<file path="config.mk">
export PLATFORM = sky130hd
export DESIGN_NAME = page_best_fit_allocator
export DESIGN_NICKNAME = d
export VERILOG_FILES = /design/src/pbfa_pkg.sv /design/src/pbfa_cell.sv /design/src/page_best_fit_allocator.sv
export SDC_FILE = /design/constraint.sdc
export NUM_CORES = 1
export LEC_CHECK = 0
export BUFFER_PORTS_ARGS = -buffer_cell sky130_fd_sc_hd__buf_2
export CORE_UTILIZATION = 45
export CTS_CLUSTER_DIAMETER = 40
export DETAILED_ROUTE_END_ITERATION = 16
export GPL_TIMING_DRIVEN = 0
export PLACE_DENSITY = 0.6
export SYNTH_ARGS = -nofsm -noshare
export SYNTH_HDL_FRONTEND = slang
export SYNTH_SLANG_ARGS = --single-unit
</file>
<file path="constraint.sdc">
create_clock -name clk -period 38.6 [get_ports clk]
set_input_delay 11.58 -clock clk [delete_from_list [all_inputs] [get_ports clk]]
set_output_delay 11.58 -clock clk [all_outputs]
set_load 0.01 [all_outputs]
</file>
<file path="src/pbfa_pkg.sv">
// ----------------------------------------------------------------------------
// Page best-fit allocator package
// Transaction types, command and status codes, and sizing constants.
// ----------------------------------------------------------------------------
package pbfa_pkg;

  localparam int DEF_MAX_PAGES = 64;
  localparam int PAGE_BYTES    = 4096;
  localparam int PAGE_SHIFT    = $clog2(PAGE_BYTES);
  localparam int HEADER_BYTES  = 24;

  localparam logic [6:0] LIMIT_RESET = 7'd64;

  localparam logic CMD_ALLOC = 1'b0;
  localparam logic CMD_FREE  = 1'b1;

  localparam logic [1:0] STATUS_OK       = 2'd0;
  localparam logic [1:0] STATUS_NO_SPACE = 2'd1;
  localparam logic [1:0] STATUS_BAD_FREE = 2'd2;

  // Request transaction.
  typedef struct packed {
    logic        cmd;
    logic [17:0] request_bytes;
    logic [5:0]  free_page;
  } in_t;

  // Result transaction.
  typedef struct packed {
    logic [1:0]  status;
    logic [5:0]  chunk_page;
    logic [17:0] data_offset;
    logic [6:0]  heap_pages;
  } out_t;

endpackage

</file>
<file path="src/pbfa_cell.sv">
// ----------------------------------------------------------------------------
// Page best-fit allocator page cell
// Holds the chunk state of one page and passes it on to its neighbor.
// ----------------------------------------------------------------------------
module pbfa_cell #(
  parameter int CNT_W = 7
) (
  input  logic             clk,
  input  logic             rst,
  input  logic             shift,
  input  logic             mark_in,
  input  logic             used_in,
  input  logic [CNT_W-1:0] cnt_in,
  output logic             mark,
  output logic             used,
  output logic [CNT_W-1:0] cnt
);

  // Flags clear on reset; the page count is undefined until written.
  always_ff @(posedge clk) begin
    if (rst) begin
      mark <= 1'b0;
      used <= 1'b0;
    end else if (shift) begin
      mark <= mark_in;
      used <= used_in;
    end
  end

  always_ff @(posedge clk) begin
    if (shift) begin
      cnt <= cnt_in;
    end
  end

endmodule

</file>
<file path="src/page_best_fit_allocator.sv">
// ----------------------------------------------------------------------------
// Page best-fit allocator
// Best-fit page heap with splitting and coalescing, kept in a ring of cells.
// ----------------------------------------------------------------------------
//   channel   direction  handshake                 payload
//   in        input      in_valid / in_stall       pbfa_pkg::in_t
//   out       output     out_valid / out_stall     pbfa_pkg::out_t
//   cfg       input      cfg_write                 cfg_data (heap limit)
//
// For a transaction that changes the heap, the page ring rotates once to scan
// the chunks and once more to write the changes. A failed allocate or a bad
// free skips the write pass. No new request is taken until the result has
// been handed to the output register.
// Synchronous reset clears all chunks and the heap size; the limit is 64.
// The next request is taken while a result waits in the output register.
// A stalled result holds the block in its final state until it is taken.
module page_best_fit_allocator #(
  parameter int MAX_PAGES = pbfa_pkg::DEF_MAX_PAGES
) (
  input  logic           clk,
  input  logic           rst,
  input  logic           in_valid,
  output logic           in_stall,
  input  pbfa_pkg::in_t  in_data,
  output logic           out_valid,
  input  logic           out_stall,
  output pbfa_pkg::out_t out_data,
  input  logic           cfg_write,
  input  logic [6:0]     cfg_data
);

  localparam int IDX_W = (MAX_PAGES > 1) ? $clog2(MAX_PAGES) : 1;
  localparam int CNT_W = $clog2(MAX_PAGES + 1);
  localparam int LW    = (CNT_W > 7) ? CNT_W : 7;
  localparam int EW    = LW + 1;
  localparam int PG_W  = 20;
  localparam logic [IDX_W-1:0] LAST_POS = IDX_W'(MAX_PAGES - 1);

  typedef enum logic [2:0] {S_IDLE, S_SCAN, S_PLAN, S_EDIT, S_DONE} state_t;

  // One change to apply to the page passing the ring head.
  typedef struct packed {
    logic             en;
    logic [IDX_W-1:0] pos;
    logic             mark_we;
    logic             mark;
    logic             used_we;
    logic             used;
    logic             cnt_we;
    logic [CNT_W-1:0] cnt;
  } edit_t;

  state_t state;

  // Ring of page cells.
  logic             c_mark [MAX_PAGES];
  logic             c_used [MAX_PAGES];
  logic [CNT_W-1:0] c_cnt  [MAX_PAGES];
  logic             wb_mark, wb_used;
  logic [CNT_W-1:0] wb_cnt;
  logic             shift;

  // Transaction and scan registers.
  logic             op;
  logic [PG_W-1:0]  pages;
  logic [5:0]       fp;
  logic             oversize;
  logic [IDX_W-1:0] pos;
  logic [CNT_W-1:0] heap_top;
  logic [6:0]       limit;
  logic             found;
  logic [IDX_W-1:0] best;
  logic [CNT_W-1:0] best_cnt;
  logic             prev_valid, prev_used;
  logic [IDX_W-1:0] prev;
  logic [CNT_W-1:0] prev_cnt;
  logic             fp_seen, fp_ok;
  logic [CNT_W-1:0] fp_cnt;
  logic [EW-1:0]    end_pos;
  logic             end_merge;
  logic [CNT_W-1:0] end_cnt;
  edit_t            ea, eb, ec;
  pbfa_pkg::out_t   res;

  // Plan values.
  edit_t            ea_next, eb_next, ec_next;
  pbfa_pkg::out_t   res_next;
  logic [CNT_W-1:0] heap_top_next;

  // Request sizing at the input.
  logic [PG_W-1:0]  req_sum, req_pages;
  logic [LW-1:0]    eff_limit;

  // Head view.
  logic             h_mark, h_used;
  logic [CNT_W-1:0] h_cnt;
  logic             in_heap, pos_is_fp, pos_lt_fp, pos_is_end;

  assign in_stall = (state != S_IDLE);
  assign shift    = (state == S_SCAN) || (state == S_EDIT);

  // Cell ring: each cell takes its upper neighbor, the last takes the head.
  for (genvar k = 0; k < MAX_PAGES; k++) begin : g_cell
    logic             nm, nu;
    logic [CNT_W-1:0] nc;
    if (k == MAX_PAGES - 1) begin : g_tail
      assign nm = wb_mark;
      assign nu = wb_used;
      assign nc = wb_cnt;
    end else begin : g_mid
      assign nm = c_mark[k+1];
      assign nu = c_used[k+1];
      assign nc = c_cnt[k+1];
    end
    pbfa_cell #(.CNT_W(CNT_W)) u_cell (
      .clk     (clk),
      .rst     (rst),
      .shift   (shift),
      .mark_in (nm),
      .used_in (nu),
      .cnt_in  (nc),
      .mark    (c_mark[k]),
      .used    (c_used[k]),
      .cnt     (c_cnt[k])
    );
  end

  assign h_mark = c_mark[0];
  assign h_used = c_used[0];
  assign h_cnt  = c_cnt[0];

  assign in_heap    = CNT_W'(pos) < heap_top;
  assign pos_is_fp  = EW'(pos) == EW'(fp);
  assign pos_lt_fp  = EW'(pos) < EW'(fp);
  assign pos_is_end = fp_seen && (EW'(pos) == end_pos);

  // Write-back at the ring head applies the planned changes.
  always_comb begin
    wb_mark = h_mark;
    wb_used = h_used;
    wb_cnt  = h_cnt;
    if (state == S_EDIT) begin
      if (ea.en && ea.pos == pos) begin
        if (ea.mark_we) wb_mark = ea.mark;
        if (ea.used_we) wb_used = ea.used;
        if (ea.cnt_we)  wb_cnt  = ea.cnt;
      end
      if (eb.en && eb.pos == pos) begin
        if (eb.mark_we) wb_mark = eb.mark;
        if (eb.used_we) wb_used = eb.used;
        if (eb.cnt_we)  wb_cnt  = eb.cnt;
      end
      if (ec.en && ec.pos == pos) begin
        if (ec.mark_we) wb_mark = ec.mark;
        if (ec.used_we) wb_used = ec.used;
        if (ec.cnt_we)  wb_cnt  = ec.cnt;
      end
    end
  end

  // Page count of a request, with an empty request taking one page.
  always_comb begin
    req_sum   = PG_W'(in_data.request_bytes) + PG_W'(pbfa_pkg::HEADER_BYTES)
              + PG_W'(pbfa_pkg::PAGE_BYTES - 1);
    req_pages = req_sum >> pbfa_pkg::PAGE_SHIFT;
    if (req_pages == '0) req_pages = PG_W'(1);
    eff_limit = (LW'(limit) < LW'(MAX_PAGES)) ? LW'(limit) : LW'(MAX_PAGES);
  end

  // Plan the changes and the result from what the scan collected.
  always_comb begin
    logic             pm, trim, split, grow_fail;
    logic [IDX_W-1:0] start;
    logic [CNT_W-1:0] new_cnt;
    logic [CNT_W-1:0] pg;
    logic [31:0]      offs;

    ea_next       = '0;
    eb_next       = '0;
    ec_next       = '0;
    heap_top_next = heap_top;
    res_next      = '0;
    res_next.status = pbfa_pkg::STATUS_OK;
    pg        = CNT_W'(pages);
    pm        = prev_valid && !prev_used;
    start     = pm ? prev : IDX_W'(fp);
    new_cnt   = (pm ? prev_cnt : '0) + fp_cnt + (end_merge ? end_cnt : '0);
    trim      = (EW'(start) + EW'(new_cnt)) >= EW'(heap_top);
    split     = best_cnt > pg;
    grow_fail = oversize || ((EW'(heap_top) + EW'(pg)) > EW'(eff_limit))
             || (EW'(heap_top) >= EW'(MAX_PAGES));
    offs      = '0;

    if (op == pbfa_pkg::CMD_ALLOC) begin
      if (oversize) begin
        res_next.status = pbfa_pkg::STATUS_NO_SPACE;
      end else if (found) begin
        ea_next = '{en: 1'b1, pos: best, mark_we: 1'b0, mark: 1'b0,
                    used_we: 1'b1, used: 1'b1, cnt_we: split, cnt: pg};
        eb_next = '{en: split, pos: best + IDX_W'(pg), mark_we: 1'b1, mark: 1'b1,
                    used_we: 1'b1, used: 1'b0, cnt_we: 1'b1, cnt: best_cnt - pg};
        offs    = (32'(best) << pbfa_pkg::PAGE_SHIFT) + 32'(pbfa_pkg::HEADER_BYTES);
        res_next.chunk_page  = 6'(32'(best));
        res_next.data_offset = offs[17:0];
      end else if (grow_fail) begin
        res_next.status = pbfa_pkg::STATUS_NO_SPACE;
      end else begin
        ea_next = '{en: 1'b1, pos: IDX_W'(heap_top), mark_we: 1'b1, mark: 1'b1,
                    used_we: 1'b1, used: 1'b1, cnt_we: 1'b1, cnt: pg};
        heap_top_next = heap_top + pg;
        offs    = (32'(heap_top) << pbfa_pkg::PAGE_SHIFT) + 32'(pbfa_pkg::HEADER_BYTES);
        res_next.chunk_page  = 6'(32'(heap_top));
        res_next.data_offset = offs[17:0];
      end
    end else begin
      if (!fp_ok) begin
        res_next.status = pbfa_pkg::STATUS_BAD_FREE;
      end else begin
        ea_next = '{en: 1'b1, pos: start, mark_we: trim, mark: 1'b0,
                    used_we: 1'b1, used: 1'b0, cnt_we: 1'b1, cnt: new_cnt};
        eb_next = '{en: pm, pos: IDX_W'(fp), mark_we: 1'b1, mark: 1'b0,
                    used_we: 1'b1, used: 1'b0, cnt_we: 1'b0, cnt: '0};
        ec_next = '{en: end_merge, pos: IDX_W'(end_pos), mark_we: 1'b1, mark: 1'b0,
                    used_we: 1'b0, used: 1'b0, cnt_we: 1'b0, cnt: '0};
        if (trim) heap_top_next = CNT_W'(start);
      end
    end
    res_next.heap_pages = 7'(32'(heap_top_next));
  end

  // Sequencer: accept, scan pass, plan, edit pass, hand over the result.
  always_ff @(posedge clk) begin
    if (rst) begin
      state     <= S_IDLE;
      out_valid <= 1'b0;
      heap_top  <= '0;
      limit     <= pbfa_pkg::LIMIT_RESET;
      pos       <= '0;
    end else begin
      if (cfg_write) limit <= cfg_data;
      if (out_valid && !out_stall && state != S_DONE) out_valid <= 1'b0;

      case (state)
        S_IDLE: begin
          if (in_valid) begin
            op         <= in_data.cmd;
            pages      <= req_pages;
            fp         <= in_data.free_page;
            oversize   <= req_pages > PG_W'(eff_limit);
            found      <= 1'b0;
            prev_valid <= 1'b0;
            fp_seen    <= 1'b0;
            fp_ok      <= 1'b0;
            end_merge  <= 1'b0;
            pos        <= '0;
            state      <= S_SCAN;
          end
        end

        S_SCAN: begin
          // Best fit: smallest free chunk that fits, earliest on ties.
          if (op == pbfa_pkg::CMD_ALLOC) begin
            if (h_mark && in_heap && !h_used && PG_W'(h_cnt) >= pages
                && (!found || h_cnt < best_cnt)) begin
              found    <= 1'b1;
              best     <= pos;
              best_cnt <= h_cnt;
            end
          end else begin
            // Nearest chunk below the freed one, the freed one, and its follower.
            if (h_mark && in_heap && pos_lt_fp) begin
              prev_valid <= 1'b1;
              prev       <= pos;
              prev_used  <= h_used;
              prev_cnt   <= h_cnt;
            end
            if (pos_is_fp) begin
              fp_seen <= 1'b1;
              fp_ok   <= h_mark && h_used && in_heap;
              fp_cnt  <= h_cnt;
              end_pos <= EW'(pos) + EW'(h_cnt);
            end
            if (pos_is_end) begin
              end_merge <= h_mark && !h_used && in_heap;
              end_cnt   <= h_cnt;
            end
          end
          if (pos == LAST_POS) begin
            pos   <= '0;
            state <= S_PLAN;
          end else begin
            pos <= pos + IDX_W'(1);
          end
        end

        S_PLAN: begin
          ea       <= ea_next;
          eb       <= eb_next;
          ec       <= ec_next;
          res      <= res_next;
          heap_top <= heap_top_next;
          state    <= ea_next.en ? S_EDIT : S_DONE;
        end

        S_EDIT: begin
          if (pos == LAST_POS) begin
            pos   <= '0;
            state <= S_DONE;
          end else begin
            pos <= pos + IDX_W'(1);
          end
        end

        S_DONE: begin
          if (!out_valid || !out_stall) begin
            out_data  <= res;
            out_valid <= 1'b1;
            state     <= S_IDLE;
          end
        end

        default: state <= S_IDLE;
      endcase
    end
  end

endmodule

</file>
**Yosys cells after proc, flatten, opt, wreduce, memory -nomap -nowiden**

Cells that the tools add are included.

- Add/sub/neg operators: 13
- Order comparisons: 10
- Equal/unequal tests: 21
- Multiplexer cells: 77
- Bitwise operators: 2
- Reduce and logical (&&, ||, !) cells: 47

Operator list:

| kind | number |
|---|---|
| 19-bit 2-to-1 mux | 9 |
| 7-bit 2-to-1 mux | 16 |
| 24-bit 2-to-1 mux | 2 |
| 18-bit by 5-bit adder with 18-bit output (second input constant) | 2 |
| 1-bit 2-to-1 mux | 30 |
| 6-bit == test | 4 |
| 7-bit adder | 3 |
| 19-bit by 12-bit adder with 20-bit output (second input constant) | 1 |
| 7-bit by 20-bit greater-or-equal comparator with 1-bit output | 1 |
| 20-bit by 7-bit > comparator with 1-bit output | 1 |
| 20-bit logical NOT | 1 |
| 4-bit AND reduction | 5 |
| 5-bit AND reduction | 4 |
| 18-bit by 5-bit adder with 19-bit output (second input constant) | 1 |
| 6-bit 2-to-1 mux | 3 |
| 6-bit by 7-bit adder with 8-bit output | 2 |
| 1-bit logical AND | 16 |
| 3-bit 2-to-1 mux | 5 |
| 3-bit one-hot mux with 5 select lines | 1 |
| 12-bit 2-to-1 mux | 1 |
| 2-bit != test (second input constant) | 6 |
| 6-bit one-hot mux with 2 select lines | 1 |
| 1-bit one-hot mux with 2 select lines | 5 |
| 7-bit by 7-bit adder with 8-bit output | 1 |
| 29 further kinds | 49 |

- Bits in registers: 805

**Logic depth before layout (Yosys ltp)**

- Depth after elaboration: 11
- Depth in mapped cells: 24
- Gate-level depth less buffers: 22

**By module**

Synthesis repeated with hierarchy kept, for this count alone.

- Cells, all modules: 1671
- Area, all modules: 27208.6 um^2

Modules (own cells, without submodules):

| module | times used | cells each | area an instance (um^2) | sequential area each (um^2) |
|---|---|---|---|---|
| pbfa_cell | 64 | 13 | 277.8 | 250.2 |
| page_best_fit_allocator | 1 | 839 | 9431.5 | 4774.6 |

**Worst setup path after synthesis**

No wires, ideal clock.

- Path kind: input port to flip-flop
- From: in rst
- To: reg heap_top[5]
- Library setup time: 0.079 ns
- Arrival time: 14.006 ns
- Required time: 38.521 ns
- Path slack: 24.515 ns
- Stages on the path: 7
- Cell sequence: clkbuf_1 > inv_1 > nand3_1 > inv_1 > o21ai_1 > nand2b_1 > o211ai_1

RTL lines:

| element | RTL line | source |
|---|---|---|
| start: declaration | page_best_fit_allocator.sv:21 | `input logic rst,` |
| end signal: assignment | page_best_fit_allocator.sv:301 | `heap_top <= heap_top_next;` |
| end: declaration | page_best_fit_allocator.sv:69 | `logic [CNT_W-1:0] heap_top;` |

**Final worst setup path**

- From: reg state[1]
- To: out in_stall

- Longest elaborated chain between the ends: 1

RTL lines:

| element | RTL line | source |
|---|---|---|
| start: declaration | page_best_fit_allocator.sv:53 | `state_t state;` |
| start signal: assignment | page_best_fit_allocator.sv:302 | `state <= ea_next.en ? S_EDIT : S_DONE;` |
| 3-bit nonzero test | page_best_fit_allocator.sv:99 | `assign in_stall = (state != S_IDLE);` |
| end: declaration | page_best_fit_allocator.sv:23 | `output logic in_stall,` |

No other way between the ends.

==> out/summary.txt <==
Run status: completed
Die ar.: 61400 sq um
Average size of a mapped cell: 14.8 sq um
Largest net degree at the start of global routing: 76
Unrepaired setup endpoints after global routing: no
Final TNS setup: 0 ps
Met2 usage: 24.0%
Reg2reg end: res[2]
Initial core utilization: 45.8%
Leak: 11.2 nW
CP required: 27020 ps
Post-synthesis cell count: 1839
Max Cap Viol: 0
Clk sinks: 743
Max VDD drop: 39.7 uV
Share of post-route cells with drive strength above 1: 12.2%
Period minus WS final: 13410 ps
Routed WL: 48.4 mm
HPWL Detailed: 31.1 mm
Distinct cells, synth: 63
Met3 usage: 3.68%
Max_slew headroom: 15.4%
Yosys reg bits: 743
Root Buffer: clkbuf_16
Max-slew violation count: 0
Routed via count: 14613
Detailed-route vias per instance: 5.11
PD cells: 64.0 nW/um^2
CTS buffer count: 92
Post-route ant nets: 0
Routability Congestion: 0.900
Layout Nets: 2143
Post-cts hold buffer count: 0
FF-to-FF Start: prev_used
Cells on worst reg2reg path: 23
# rows: 89
Die height: 248 um
Per-cell routed wire length: 16.9 um
Syn. warnings: 0
WHS Endpoint: g_cell[38].u_cell.cnt[2]
DRC: 0
Io pins: 72
DRT iter0 DRCs: 1140
First-pass GRT wire length: 76.9 mm
Number of failing hold endpoints at the final stage: 0
Most used DFF post-synth: edfxtp_1
Port buffer count: 59
GRT overflow: 0
Setup violators final: 0
Final critical-path share of the clock period: 34.7%
Worst Max-Slew Pin Slew: 1260 ps
Critical path's slowest cell: clkbuf_1
CP max FO: 10
Skew final: 41.1 ps
Die width: 248 um
CTS clk-pin slew, worst paths: 60 ps
CP peak stage delay: 470 ps
Crit end category: output port
Post-Syn Area: 27200 sq um
Number of setup buffers added after CTS: 0
Cell chain of the critical path: clkbuf_1 > or3_1 > buf_2
Setup slack, reg-to-reg: 32520 ps
Met1 usage: 23.5%
Clk buf depth: 3
Asr flop ratio synth: 0%
Total iterations of the first detailed-routing run: 7
Most used routing layer in global routing: met2
Clk Latency, worst-skew pair: 640 ps
Critical path class: reg2out
Vias in the first global route: 14234
Hold_sp: g_cell[39].u_cell.cnt[2]
Achievable Freq: 0.0746 GHz
Worst hold path cell count: 0
Finished Core Util: 53.7%
WP data arrival: 1830 ps
Post-CTS Resized: 0
Type of origin of the critical path: flip-flop
Core box area: 59400 sq um
H-tree Lvls: 3
Worst Hold Class: reg2reg
CTS tree: built
Register area share after synthesis: 76.4%
Antenna violations before repair: 1
GRT Overall Usage: 16.2%
Post-synth EDFFs: 591
Layout area overhead: 17.1%
-- flip-flops by register name, summed over array words and instances (netlist names), 8 cells and up --
signal              count
out_data               16
end_pos                 8
ea                     18
ec                      8
g_cell.u_cell.cnt     448
g_cell.u_cell.used     64
g_cell.u_cell.mark     64
eb                     16
res                    16
-- through the flow --
step | total power (W) | worst slack, ps | hold slack, ps | instance area, sq um | std cells
after global placement | 0.00126 | 20590 | 405 | 28500 | 2680
after global routing | 0.00212 | 25010 | 386 | 31900 | 2857
after floorplan | 0.00119 | 24520 | 400 | 27200 | 1848
after detailed placement | 0.00121 | 24540 | 405 | 28700 | 2690
final | 0.00204 | 25190 | 385 | 31900 | 2857
after CTS | 0.00206 | 25130 | 378 | 31800 | 2856
-- synthesized netlist by cell type (2+ instances only) --
library cell  number  area, sq um
mux2i_1            8         80.1
nand2_1          310         1160
nor3_2             2         20.0
a21oi_1          167          836
nand4_1            8         50.1
inv_1             66          248
a22oi_1            8         60.1
dfxtp_1          152         3040
edfxtp_1         591        17700
and3_1            13         81.3
nor4_1             2         12.5
o22ai_1            9         56.3
nor3b_1            2         15.0
o21a_1             6         45.0
and2_1            11         68.8
nand2b_1          12         75.1
buf_2              8         40.0
o211ai_1           3         22.5
nand3_1           23          115
fa_1              12          240
nor3_1            20          100
nor2_1            51          191
a311oi_1           2         17.5
o21bai_1           7         52.6
ha_1              83         1040
a21o_1            22          165
or3_1              4         25.0
a211oi_1           6         45.0
o22a_1             2         17.5
clkbuf_1          56          210
buf_4             17          128
xor2_1            19          166
o221ai_1          10         87.6
nor2b_1           13         81.3
xnor2_1           36          315
o21ai_0           41          205
a22o_1             6         52.6
o21ai_1            2         10.0
a31oi_1            5         31.3
-- how the worst max path moves through the flow --
| stage | startpoint | to | slack, ps | depth (start not counted) |
|---|---|---|---|---|
| final | state[1] | in_stall | 25190 | 3 |
| after floorplan | rst | heap_top[5] | 24520 | 7 |
| after global placement | state[2] | g_cell[20].u_cell.cnt[1] | 20590 | 4 |
| after CTS | state[1] | in_stall | 25130 | 3 |
| after detailed placement | in_data[6] | oversize | 24540 | 14 |
| after global routing | in_data[6] | oversize | 25010 | 14 |
-- where the power goes --
| part | leakage [nW] | switching, W | internal, W | total (W) |
|---|---|---|---|---|
| Sequential | 6.74 | 0.0000325 | 0.000995 | 0.00103 |
| Combinational | 2.98 | 0.000116 | 0.0000461 | 0.000162 |
| Clock | 1.48 | 0.000338 | 0.000510 | 0.000848 |
-- final cells by class --
type	count	area, sq um
fill	4748	27500
sequential	743	20800
multi-input combinational	956	5830
clock buffer	105	2370
tap	773	967
clock inverter	61	728
timing repair buffer	69	523
buffer	81	382
inverter	68	255
antenna	1	2.50
-- critical path: cells and delay by family (launching register included) --
family	cells	cell delay [ps]
buffers and inverters	2	610
DFF	1	390
and+or+nand+nor	1	190
-- placed cells by master, fill, tap and decap left out, types with 10 or more instances in the layout --
master / netlist / layout
nand2_1: 310 / 310
dfxtp_1: 152 / 152
clkbuf_16: 0 / 92
inv_6: 0 / 10
edfxtp_1: 591 / 591
clkbuf_1: 56 / 66
a21o_1: 22 / 22
inv_1: 66 / 65
xnor2_1: 36 / 36
nor2b_1: 13 / 13
ha_1: 83 / 83
clkinvlp_4: 0 / 10
o221ai_1: 10 / 10
buf_2: 8 / 67
nor2_1: 51 / 51
xor2_1: 19 / 19
clkinv_2: 0 / 12
and3_1: 13 / 13
fa_1: 12 / 12
a21oi_1: 167 / 167
nand2b_1: 12 / 12
nor3_1: 20 / 18
nand3_1: 23 / 23
o21ai_0: 41 / 41
buf_4: 17 / 17
conb_1: 1 / 10
and2_1: 11 / 11
-- logic make-up (layout without fill, tap and decap cells) --
group,after synthesis,count (layout),share of synthesized area (%)
muxes,8,8,0.294
xor gates and xnor gates,56,56,1.86
other,1,11,0.0138
and+or+nand+nor,477,477,7.65
buffers and inverters,149,384,2.33
adders and majority gates,95,95,4.70
AOI/OAI and AO/OA,310,310,6.74
DFF,743,743,76.4
-- metal layers --
| metal | routed length, um | up-vias |
|---|---|---|
| met2 | 21500 | 351 |
| met1 | 23000 | 7152 |
| met4 | 1210 | 0 |
| met3 | 2730 | 93 |
| li1 | - | 7017 |
| met5 | 0 | - |
No activity file was read; power rests on OpenSTA's default activity.
